<file path="config.mk">
export PLATFORM = sky130hd
export DESIGN_NAME = multichannel_pid_controller_unit
export DESIGN_NICKNAME = d
export VERILOG_FILES = /design/src/hdl/mpid_pkg.sv /design/src/hdl/mpid_mul.sv /design/src/hdl/multichannel_pid_controller_unit.sv
export SDC_FILE = /design/constraint.sdc
export NUM_CORES = 2
export LEC_CHECK = 0
export ABC_AREA = 1
export BUFFER_PORTS_ARGS = -buffer_cell sky130_fd_sc_hd__buf_2
export CAP_MARGIN = 20
export CORE_MARGIN = 2
export CORE_UTILIZATION = 29
export CTS_CLUSTER_SIZE = 16
export DETAILED_ROUTE_END_ITERATION = 16
export HOLD_SLACK_MARGIN = 0.06
export PLACE_DENSITY = 0.44
export SLEW_MARGIN = 20
export SYNTH_ARGS = -nofsm -noshare
export SYNTH_HDL_FRONTEND = slang
export SYNTH_SLANG_ARGS = --single-unit
</file>
<file path="constraint.sdc">
create_clock -name clk -period 8.25 [get_ports clk]
set_clock_uncertainty 0.1 [all_clocks]
set_input_delay 0.4125 -clock clk [delete_from_list [all_inputs] [get_ports clk]]
set_output_delay 0.4125 -clock clk [all_outputs]
set_load 0.03 [all_outputs]
</file>
<file path="src/hdl/mpid_pkg.sv">
`timescale 1ns / 1ps
// Shared types and constants for the multichannel PID controller.
// No dependencies; used by mpid_mul and multichannel_pid_controller_unit.
package mpid_pkg;

  localparam int MUL_A_W = 33;
  localparam int MUL_B_W = 18;
  localparam int MUL_P_W = MUL_A_W + MUL_B_W;

  localparam int IN_TDATA_W  = 88;
  localparam int OUT_TDATA_W = 40;

  localparam logic OP_LOAD = 1'b0;
  localparam logic OP_STEP = 1'b1;

  localparam logic [15:0] TIME_STEP_RST     = 16'd655;
  localparam logic [15:0] INV_TIME_STEP_RST = 16'd100;

  typedef struct packed {
    logic signed [MUL_A_W-1:0] a;
    logic signed [MUL_B_W-1:0] b;
  } mul_req_t;

endpackage

</file>
<file path="src/hdl/mpid_mul.sv">
`timescale 1ns / 1ps
// Shared signed multiplier with registered product.
// Depends on mpid_pkg.
module mpid_mul (
  input  logic                              clk,
  input  mpid_pkg::mul_req_t                req,
  output logic signed [mpid_pkg::MUL_P_W-1:0] prod_r
);
  import mpid_pkg::*;

  logic signed [MUL_P_W-1:0] prod_nxt;

  assign prod_nxt = MUL_P_W'(req.a) * MUL_P_W'(req.b);

  always_ff @(posedge clk) begin
    prod_r <= prod_nxt;
  end

endmodule

</file>
<file path="src/hdl/multichannel_pid_controller_unit.sv">
`timescale 1ns / 1ps
// Multichannel discrete PID controller, top level.
// Depends on mpid_pkg and mpid_mul.
//
// A gain-load request (tuser = 0) stores Q8.8 kp, ki, kd for a channel and does not hold off
// the next request. A step request (tuser = 1) runs through S_MI, S_AI, S_KP, S_KI, S_KDL,
// S_KDH and S_FIN to a loaded result in S_OUT before the next request is accepted: one
// shared 33x18 signed multiplier runs six products in turn (error*time_step,
// error difference*inverse_time_step, kp*error, ki*integrator and kd*derivative in two
// halves) while an accumulator sums the terms. The input is not ready during that
// sequence; a finished result waits in the output register and does not hold off the
// next request, but a step that finishes while the previous result is still waiting
// stalls there, input not ready, until the output register frees up.
// Requests naming a channel at or above CHANNELS are dropped.
// Registers: time_step at 0x0, inverse_time_step at 0x4.
module multichannel_pid_controller_unit #(
  parameter int CHANNELS = 4
) (
  input  logic                                 clk,
  input  logic                                 rst_n,
  input  logic                                 in_tvalid,
  output logic                                 in_tready,
  // [1:0] channel, [17:2] desired, [33:18] measured, [49:34] prop_gain,
  // [65:50] integ_gain, [81:66] deriv_gain, [87:82] zero
  input  logic [mpid_pkg::IN_TDATA_W-1:0]      in_tdata,
  // [0] operation
  input  logic                                 in_tuser,
  output logic                                 out_tvalid,
  input  logic                                 out_tready,
  // [1:0] result_channel, [33:2] drive, [39:34] zero
  output logic [mpid_pkg::OUT_TDATA_W-1:0]     out_tdata,
  // [0] saturated
  output logic                                 out_tuser,
  input  logic                                 cfg_psel,
  input  logic                                 cfg_penable,
  input  logic                                 cfg_pwrite,
  input  logic [2:0]                           cfg_paddr,
  input  logic [31:0]                          cfg_pwdata,
  output logic [31:0]                          cfg_prdata,
  output logic                                 cfg_pready
);
  import mpid_pkg::*;

  localparam int DEPTH = (CHANNELS < 4) ? CHANNELS : 4;
  localparam int IDX_W = (DEPTH > 1) ? $clog2(DEPTH) : 1;

  typedef enum logic [3:0] {
    S_IDLE, S_MI, S_AI, S_KP, S_KI, S_KDL, S_KDH, S_FIN, S_OUT
  } state_t;

  state_t state_r;

  logic [15:0] ts_r;
  logic [15:0] its_r;

  logic signed [31:0] integ_mem_r [DEPTH];
  logic signed [16:0] prev_mem_r  [DEPTH];
  logic        [47:0] gain_mem_r  [DEPTH];

  logic [1:0]         ch_r;
  logic signed [16:0] err_r;
  logic signed [31:0] integ_r;
  logic signed [34:0] deriv_r;
  logic signed [51:0] acc_r;
  logic               hit_r;
  logic               out_valid_r;
  logic [OUT_TDATA_W-1:0] out_data_r;
  logic               out_sat_r;

  logic [1:0]         in_ch;
  logic signed [15:0] in_des, in_meas;
  logic               ch_ok;
  logic [IDX_W-1:0]   idx;
  logic signed [15:0] kp, ki, kd;
  logic signed [17:0] diff;
  logic signed [34:0] isum;
  logic signed [31:0] integ_clip;
  logic               integ_ovf;
  logic signed [43:0] dsh;
  logic signed [31:0] drive_clip;
  logic               drive_ovf;
  logic               cfg_wr;
  mul_req_t           mreq;
  logic signed [MUL_P_W-1:0] prod_r;

  mpid_mul u_mul (
    .clk    (clk),
    .req    (mreq),
    .prod_r (prod_r)
  );

  assign in_ch   = in_tdata[1:0];
  assign in_des  = in_tdata[17:2];
  assign in_meas = in_tdata[33:18];
  assign ch_ok   = int'(in_ch) < CHANNELS;
  assign idx     = ch_r[IDX_W-1:0];
  assign kp      = gain_mem_r[idx][15:0];
  assign ki      = gain_mem_r[idx][31:16];
  assign kd      = gain_mem_r[idx][47:32];

  assign diff = {err_r[16], err_r} - {prev_mem_r[idx][16], prev_mem_r[idx]};

  assign isum = {{3{integ_mem_r[idx][31]}}, integ_mem_r[idx]} + {prod_r[33], prod_r[33:0]};
  assign integ_ovf  = (isum[34:31] != 4'b0000) && (isum[34:31] != 4'b1111);
  assign integ_clip = !integ_ovf ? isum[31:0] :
                      (isum[34] ? 32'sh8000_0000 : 32'sh7FFF_FFFF);

  assign dsh = acc_r[51:8];
  assign drive_ovf  = (dsh[43:31] != '0) && (dsh[43:31] != '1);
  assign drive_clip = !drive_ovf ? dsh[31:0] :
                      (dsh[43] ? 32'sh8000_0000 : 32'sh7FFF_FFFF);

  always_comb begin
    mreq.a = '0;
    mreq.b = '0;
    unique case (state_r)
      S_MI: begin
        mreq.a = {{16{err_r[16]}}, err_r};
        mreq.b = {2'b00, ts_r};
      end
      S_AI: begin
        mreq.a = {{15{diff[17]}}, diff};
        mreq.b = {2'b00, its_r};
      end
      S_KP: begin
        mreq.a = {{16{err_r[16]}}, err_r};
        mreq.b = {{2{kp[15]}}, kp};
      end
      S_KI: begin
        mreq.a = {integ_r[31], integ_r};
        mreq.b = {{2{ki[15]}}, ki};
      end
      S_KDL: begin
        mreq.a = {16'b0, deriv_r[16:0]};
        mreq.b = {{2{kd[15]}}, kd};
      end
      S_KDH: begin
        mreq.a = {{15{deriv_r[34]}}, deriv_r[34:17]};
        mreq.b = {{2{kd[15]}}, kd};
      end
      default: begin
        mreq.a = '0;
        mreq.b = '0;
      end
    endcase
  end

  assign cfg_wr     = cfg_psel && cfg_penable && cfg_pwrite && cfg_pready;
  assign cfg_pready = 1'b1;
  assign cfg_prdata = cfg_paddr[2] ? {16'b0, its_r} : {16'b0, ts_r};

  assign in_tready  = (state_r == S_IDLE);
  assign out_tvalid = out_valid_r;
  assign out_tdata  = out_data_r;
  assign out_tuser  = out_sat_r;

  always_ff @(posedge clk) begin
    if (!rst_n) begin
      state_r     <= S_IDLE;
      ts_r        <= TIME_STEP_RST;
      its_r       <= INV_TIME_STEP_RST;
      out_valid_r <= 1'b0;
      for (int i = 0; i < DEPTH; i++) begin
        integ_mem_r[i] <= '0;
        prev_mem_r[i]  <= '0;
        gain_mem_r[i]  <= '0;
      end
    end else begin
      if (cfg_wr) begin
        if (cfg_paddr[2]) begin
          its_r <= cfg_pwdata[15:0];
        end else begin
          ts_r <= cfg_pwdata[15:0];
        end
      end
      if (state_r == S_OUT && (!out_valid_r || out_tready)) begin
        out_valid_r <= 1'b1;
      end else if (out_valid_r && out_tready) begin
        out_valid_r <= 1'b0;
      end
      unique case (state_r)
        S_IDLE: begin
          if (in_tvalid && ch_ok) begin
            ch_r  <= in_ch;
            err_r <= {in_des[15], in_des} - {in_meas[15], in_meas};
            if (in_tuser == OP_LOAD) begin
              gain_mem_r[in_ch[IDX_W-1:0]] <= in_tdata[81:34];
            end else begin
              state_r <= S_MI;
            end
          end
        end
        S_MI: state_r <= S_AI;
        S_AI: begin
          integ_r <= integ_clip;
          hit_r   <= integ_ovf;
          state_r <= S_KP;
        end
        S_KP: begin
          deriv_r <= prod_r[34:0];
          state_r <= S_KI;
        end
        S_KI: begin
          acc_r   <= {prod_r[MUL_P_W-1], prod_r};
          state_r <= S_KDL;
        end
        S_KDL: begin
          acc_r   <= acc_r + {{17{prod_r[MUL_P_W-1]}}, prod_r[MUL_P_W-1:16]};
          state_r <= S_KDH;
        end
        S_KDH: begin
          acc_r   <= acc_r + {prod_r[MUL_P_W-1], prod_r};
          state_r <= S_FIN;
        end
        S_FIN: begin
          acc_r   <= acc_r + {prod_r[34:0], 17'b0};
          state_r <= S_OUT;
        end
        S_OUT: begin
          if (!out_valid_r || out_tready) begin
            out_data_r       <= {6'b0, drive_clip, ch_r};
            out_sat_r        <= hit_r || drive_ovf;
            integ_mem_r[idx] <= integ_r;
            prev_mem_r[idx]  <= err_r;
            state_r          <= S_IDLE;
          end
        end
        default: state_r <= S_IDLE;
      endcase
    end
  end

`ifndef SYNTHESIS
  a_step_busy: assert property (@(posedge clk) disable iff (!rst_n)
    (in_tvalid && in_tready && in_tuser == OP_STEP && ch_ok) |=> !in_tready)
    else $error("step request did not start the sequence");

  a_load_ready: assert property (@(posedge clk) disable iff (!rst_n)
    (in_tvalid && in_tready && in_tuser == OP_LOAD) |=> in_tready)
    else $error("gain load left the block busy");

  a_out_src: assert property (@(posedge clk) disable iff (!rst_n)
    $rose(out_tvalid) |-> $past(state_r == S_OUT))
    else $error("result loaded outside the output step");
`endif

endmodule
</file>
# [Word-level counts from Yosys, hierarchy flattened]
# Memories as Yosys holds them, arrays and structs flattened. A register that Yosys moved wholly into a read port is not among the register bits.
# Index checks and enable logic that the tools add are counted.
[classes] addsub=6 n_mul=1 eq_ne=13 n_mux=35 n_bitwise=1 reduce_logical=25
[op_table] op="case mux 51 bit (6 select lines)" n=1
[op_table] op="case mux 52 bit (4 select lines)" n=1
[op_table] op="two-way mux 32 bit" n=5
[op_table] op="adder 52 bit" n=3
[op_table] op="multiplier 33 x 18 -> 51 bit" n=1
[op_table] op="two-way mux 48 bit" n=1
[op_table] op="OR reduction 48 bit" n=1
[op_table] op="case mux 4 bit (9 select lines)" n=1
[op_table] op="adder 32 x 34 -> 35 bit" n=1
[op_table] op="OR reduction 32 bit" n=1
[op_table] op="subtractor 17 x 17 -> 18 bit" n=1
[op_table] op="two-way mux 17 bit" n=1
[op_table] op="OR reduction 17 bit" n=1
[op_table] op="subtractor 16 x 16 -> 17 bit" n=1
[op_table] op="== test 4 x 3 -> 1 bit (second input constant)" n=4
[op_table] op="two-way mux 16 bit" n=1
[op_table] op="two-way mux 1 bit" n=15
[op_table] op="!= test 13 bit (second input constant)" n=1
[op_table] op="nonzero test 13 bit" n=1
[op_table] op="two-way mux 2 bit" n=6
[op_table] op="two-way mux 4 bit" n=3
[op_table] op="AND reduction 2 bit" n=5
[op_table] op="AND reduction 3 bit" n=3
[op_table] op="== test 4 x 2 -> 1 bit (second input constant)" n=2
[op_table] op="12 further kinds" n=20
[totals] regBits=262 ram_bits=388 in_bits=131 output_inout_bits=76 word_cells=97 n_memories=3
[memory_table] memory="gain_mem_r" depth=4 width=48 read_ports=1 rd_clocked_by_memory_dff=1 write_ports=4 line_no="multichannel_pid_controller_unit.sv:58" text="logic [47:0] gain_mem_r [DEPTH];"
[memory_table] memory="integ_mem_r" depth=4 width=32 read_ports=1 rd_clocked_by_memory_dff=1 write_ports=4 line_no="multichannel_pid_controller_unit.sv:56" text="logic signed [31:0] integ_mem_r [DEPTH];"
[memory_table] memory="prev_mem_r" depth=4 width=17 read_ports=1 rd_clocked_by_memory_dff=1 write_ports=4 line_no="multichannel_pid_controller_unit.sv:57" text="logic signed [16:0] prev_mem_r [DEPTH];"

# [Longest topological paths before layout]
[logic_depth] ltp_word=8 ltp_mapped=48 depth_no_buf=41

# [Cells and area by module]
# From an unflattened synthesis, not the netlist that was laid out.
[unflattened] cells_unflattened=7646 hier_area_um2=59804.9
[by_module_without_submodules] module="multichannel_pid_controller_unit" n_inst=1 cells_each=4468 area_per_inst_um2=36237.3 seq_area_each_um2=17656.9
[by_module_without_submodules] module="mpid_mul" n_inst=1 cells_each=3178 area_per_inst_um2=23567.6 seq_area_each_um2=1021.0

# [Least setup slack after synthesis]
# No wires, ideal clock.
[synth_path] path_kind="reg-to-reg" startpoint="register with a tool-made name" endpoint="register u_mul.prod_r[49] in the netlist's numbering" setup_time_ns=0.072 arrival_ns=8.094 t_required_ns=8.078 slack_ns=-0.015 path_stages_with_launch=46 path_buffers=7 period_less_slack_ns=8.265 cell_sequence="dfxtp_1 -> buf_2 -> inv_2 -> buf_6 -> buf_4 -> buf_2 -> buf_1 -> nand2_1 -> a32o_1 -> ha_1 -> a21oi_1 -> nor2_1 -> nor2_1 -> nand2_1 -> nand2_1 -> nand3_1 -> nand2_1 -> nand3_1 -> [10 not listed] -> inv_1 -> fa_1 -> inv_1 -> fa_1 -> inv_1 -> fa_1 -> inv_1 -> ha_1 -> nand2_1 -> nor2_1 -> inv_1 -> nor2_1 -> inv_1 -> nor2_1 -> nand3_1 -> or2_2 -> nand3_1 -> xor2_1"
[synth_rtl] item="to (signal assigned)" line_no="mpid_mul.sv:16" text="prod_r <= prod_nxt;"
[synth_rtl] item="to (decl)" line_no="mpid_mul.sv:7" text="output logic signed [mpid_pkg::MUL_P_W-1:0] prod_r"

==> results.md <==
- Routed Antenna Nets: 0
- Area Growth Syn to Fin: 16.5%
- Total number of vias: roughly 49000
- Synthesized area: slightly below 60000 µm²
- Synthesized flop and latch total: between 600 and 700
- Fill cell count: 21200
- Peak supply drop: 162 µV
- Io pins: between 200 and 250
- Initial Util: 29.2%
- First-pass GRT wire length: between 300 and 400 mm
- CP peak stage delay: between 0.7 and 0.8 ns
- Post-synth ARST share: 0%
- Layout cells sized above 1: 10.6%
- Setup WS post-layout: 0.308 ns
- Worst Tran Pin Value: a little over 1 ns
- Power density over the cells: between 200 and 250 nW/µm²
- Register area share after synthesis: between 30% and 40%
- H-tree Lvls: 3
- Total GRT Usage: about a fifth
- Vias in the first global route: roughly 50000
- Slew Limit Fails: 0
- Vias per cell: around 4.8
- Worst endpoint required time: a little under 9 ns
- CP max stage cell: nor3_2
- Die height: around 450 µm
- Worst slack, placed: 0.00377 ns
- Clock transition time at the flip-flop clock pins of the worst setup and hold paths: 0.06 ns
- Critical path endpoint category: flip-flop
- TritonCTS buffer count: 82
- Leakage: approximately 32 nW
- Final net count: ~8500
- Critical-path maximum fanout: 96
- Status: finished, final reports clean
- Fmax achieved: between 100 and 150 MHz
- Routed WL: around 210 mm
- CP Capture Point: u_mul.prod_r[42]
- Gate Count Post-Synth: 7132
- CTS max path bufs: 3
- Hold WC Path Type: in2reg
- Hold path cells: 3
- Final setup viols: 0
- Post-synth EDFFs: approximately 560
- Synth Flop Type: edfxtp_1
- R2r endpoint: u_mul.prod_r[42]
- Final Hold Viols: 0
- Critical path's top delay family: adder cells
- Initial antenna violation count: 3
- Pin count of the biggest net entering global routing: between 90 and 100
- Pwr Total: approximately 16 mW
- Tcrit/Tclk final: between 90% and 100%
- Iteration-0 DRC Markers: roughly 3800
- Die X: 453 µm
- Critical path's most frequent cell: inv_1
- Worst R2R Setup Slack: ~0.31 ns
- Core area: around 200000 µm²
- CTS tree: yes
- GP Congestion: 0.919
- Slew headroom: between 30 and 40%
- DR pass1 iterations: 6
- R2R depth: 32
- Clock Latency Late Sink: around 0.7 ns
- IO buf count: around 160
- Worst path depth: 32
- Grt ovf: 0
- Wire length per cell: between 20 and 25 µm
- TritonCTS Sinks: roughly 650
- DRC viols: 0
- Crit path buf inv count: 12
- Detail Placement HPWL: approximately 160 mm
- Max_cap viols: 0
- Synth warn: 0
- Minimum clock period after layout: between 7 and 8 ns
- Die ar.: ~200000 µm²
- Critical path class: reg2reg
- Rows: around 160
- Clk root buf: clkbuf_16
- Critical path startpoint category: flip-flop
- Critical Path AT: approximately 8.5 ns
- Post-synth cell types: 63
- Average size of a mapped cell: 8.18 µm²
-- how the worst min path moves through the flow --
stage                 start         to
6_report       in_tdata[17]  err_r[15]
5_1_grt        in_tdata[17]  err_r[15]
4_1_cts        in_tdata[17]  err_r[15]
3_5_place_dp       its_r[7]   its_r[7]
3_3_place_gp      its_r[13]  its_r[13]
2_1_floorplan      its_r[0]   its_r[0]
-- area by class of cell --
class	count	area [µm²]	share of cell area [%]
clock buffers	102	2160	3.18
inverters	1329	5020	7.38
well taps	2656	3320	4.89
flip-flops and latches	652	18700	27.5
clock inverters	47	529	0.779
multi-input cells	4896	33900	49.9
diodes	3	7.51	0.0110
repair buffers	545	4340	6.39
-- metal layers --
metal	up-vias	track usage, %	wire, µm
li1	23300	-	-
met1	24600	28.2	97700
met2	1217	34.5	101000
met3	251	2.27	9870
met4	0	5.31	5850
met5	-	0	0
-- cell families (layout without fill, tap and decap cells) --
kind of cell / Yosys count / count (layout) / synth area share [%]
AOI/OAI and AO/OA: 1035 / 1035 / 9.97
buffers and inverters: 1605 / 2023 / 11.1
and+or+nand+nor: 2903 / 2903 / 20.3
adders and majority gates: 837 / 837 / 25.2
xor gates and xnor gates: 98 / 98 / 1.47
other: 2 / 26 / 0.0129
DFF: 652 / 652 / 32.0
-- registers in the layout, summed over array words and instances, names as in the netlist, named ones only --
| name | count |
|---|---|
| hit_r | 1 |
| u_mul.prod_r | 51 |
| out_tvalid | 1 |
| its_r | 16 |
| acc_r | 52 |
| deriv_r | 35 |
| prev_mem_r | 68 |
| ch_r | 2 |
| state_r | 4 |
| gain_mem_r | 192 |
| out_tuser | 1 |
| ts_r | 16 |
| integ_mem_r | 128 |
| err_r | 17 |
| integ_r | 32 |
| out_tdata | 34 |
-- power by group --
| group | total, mW | internal, mW | switching (mW) |
|---|---|---|---|
| combinational | 7.89 | 2.81 | 5.08 |
| clock | 3.66 | 2.10 | 1.56 |
| sequential | 4.41 | 3.94 | 0.467 |
-- cell usage in the layout, fill, tap and decap left out, types with 23 or more instances in the layout --
cell / instances
nand2_1: 1441
inv_1: 1298
nor2_1: 961
edfxtp_1: 562
fa_1: 561
o21ai_0: 412
a21oi_1: 333
buf_4: 270
ha_1: 251
nand3_1: 233
buf_2: 160
o22ai_1: 92
dfxtp_1: 88
clkbuf_16: 85
dlygate4sd3_1: 70
xor2_1: 57
nand4_1: 54
nor3_1: 53
xnor2_1: 41
nand2_2: 31
buf_12: 31
nor2_2: 28
inv_2: 24
o21bai_1: 24
conb_1: 23
-- stage by stage --
| stage | hold slack, ns | std cells | setup TNS (ns) | util, % | cell area [µm²] |
|---|---|---|---|---|---|
| 6_report | 0.135 | 10200 | 0 | 34.0 | 68000 |
| 5_1_grt | 0.128 | 10200 | -0.0716 | 34.0 | 68000 |
| 4_1_cts | 0.0921 | 10200 | 0 | 33.6 | 67300 |
| 3_5_place_dp | 0.364 | 9998 | 0 | 32.0 | 63900 |
| 3_3_place_gp | 0.357 | 9998 | -0.0870 | 32.0 | 63900 |
| 2_1_floorplan | 0.344 | 7153 | 0 | - | 58400 |
-- cell usage after synthesis (20+ instances only) --
cell type  number  area (µm²)
nand2_1      1470        5520
inv_1        1305        4900
nor2_1        990        3720
fa_1          563       11300
edfxtp_1      562       16900
o21ai_0       422        2110
a21oi_1       349        1750
ha_1          274        3430
nand3_1       235        1180
clkbuf_1      108         405
buf_2          96         480
o22ai_1        92         576
dfxtp_1        90        1800
xor2_1         57         499
nor3_1         55         275
nand4_1        54         338
buf_4          42         315
xnor2_1        41         359
o21bai_1       24         180
inv_2          22        82.6
or2_2          20         125
-- worst reg2reg max path: cells and delay by family (launching register included) --
family	cells	cell delay [ns]
flip-flops	1	0.40
XOR/XNOR	1	0.14
adder cells (fa/ha/maj)	7	3.44
buffers and inverters	12	1.49
AND/OR/NAND/NOR	5	1.02
AO/OA/AOI/OAI	7	1.27
-- timing repair --
action	4_1_cts	5_1_grt
hold buffers	70	0
setup endpoints to repair	1	35
resized for setup	1	148
pin swaps	0	13
buffers inserted	0	6
endpoints found under the hold margin	232	0
cloned	0	3
Note: power is estimated with default switching activity, not from simulation.
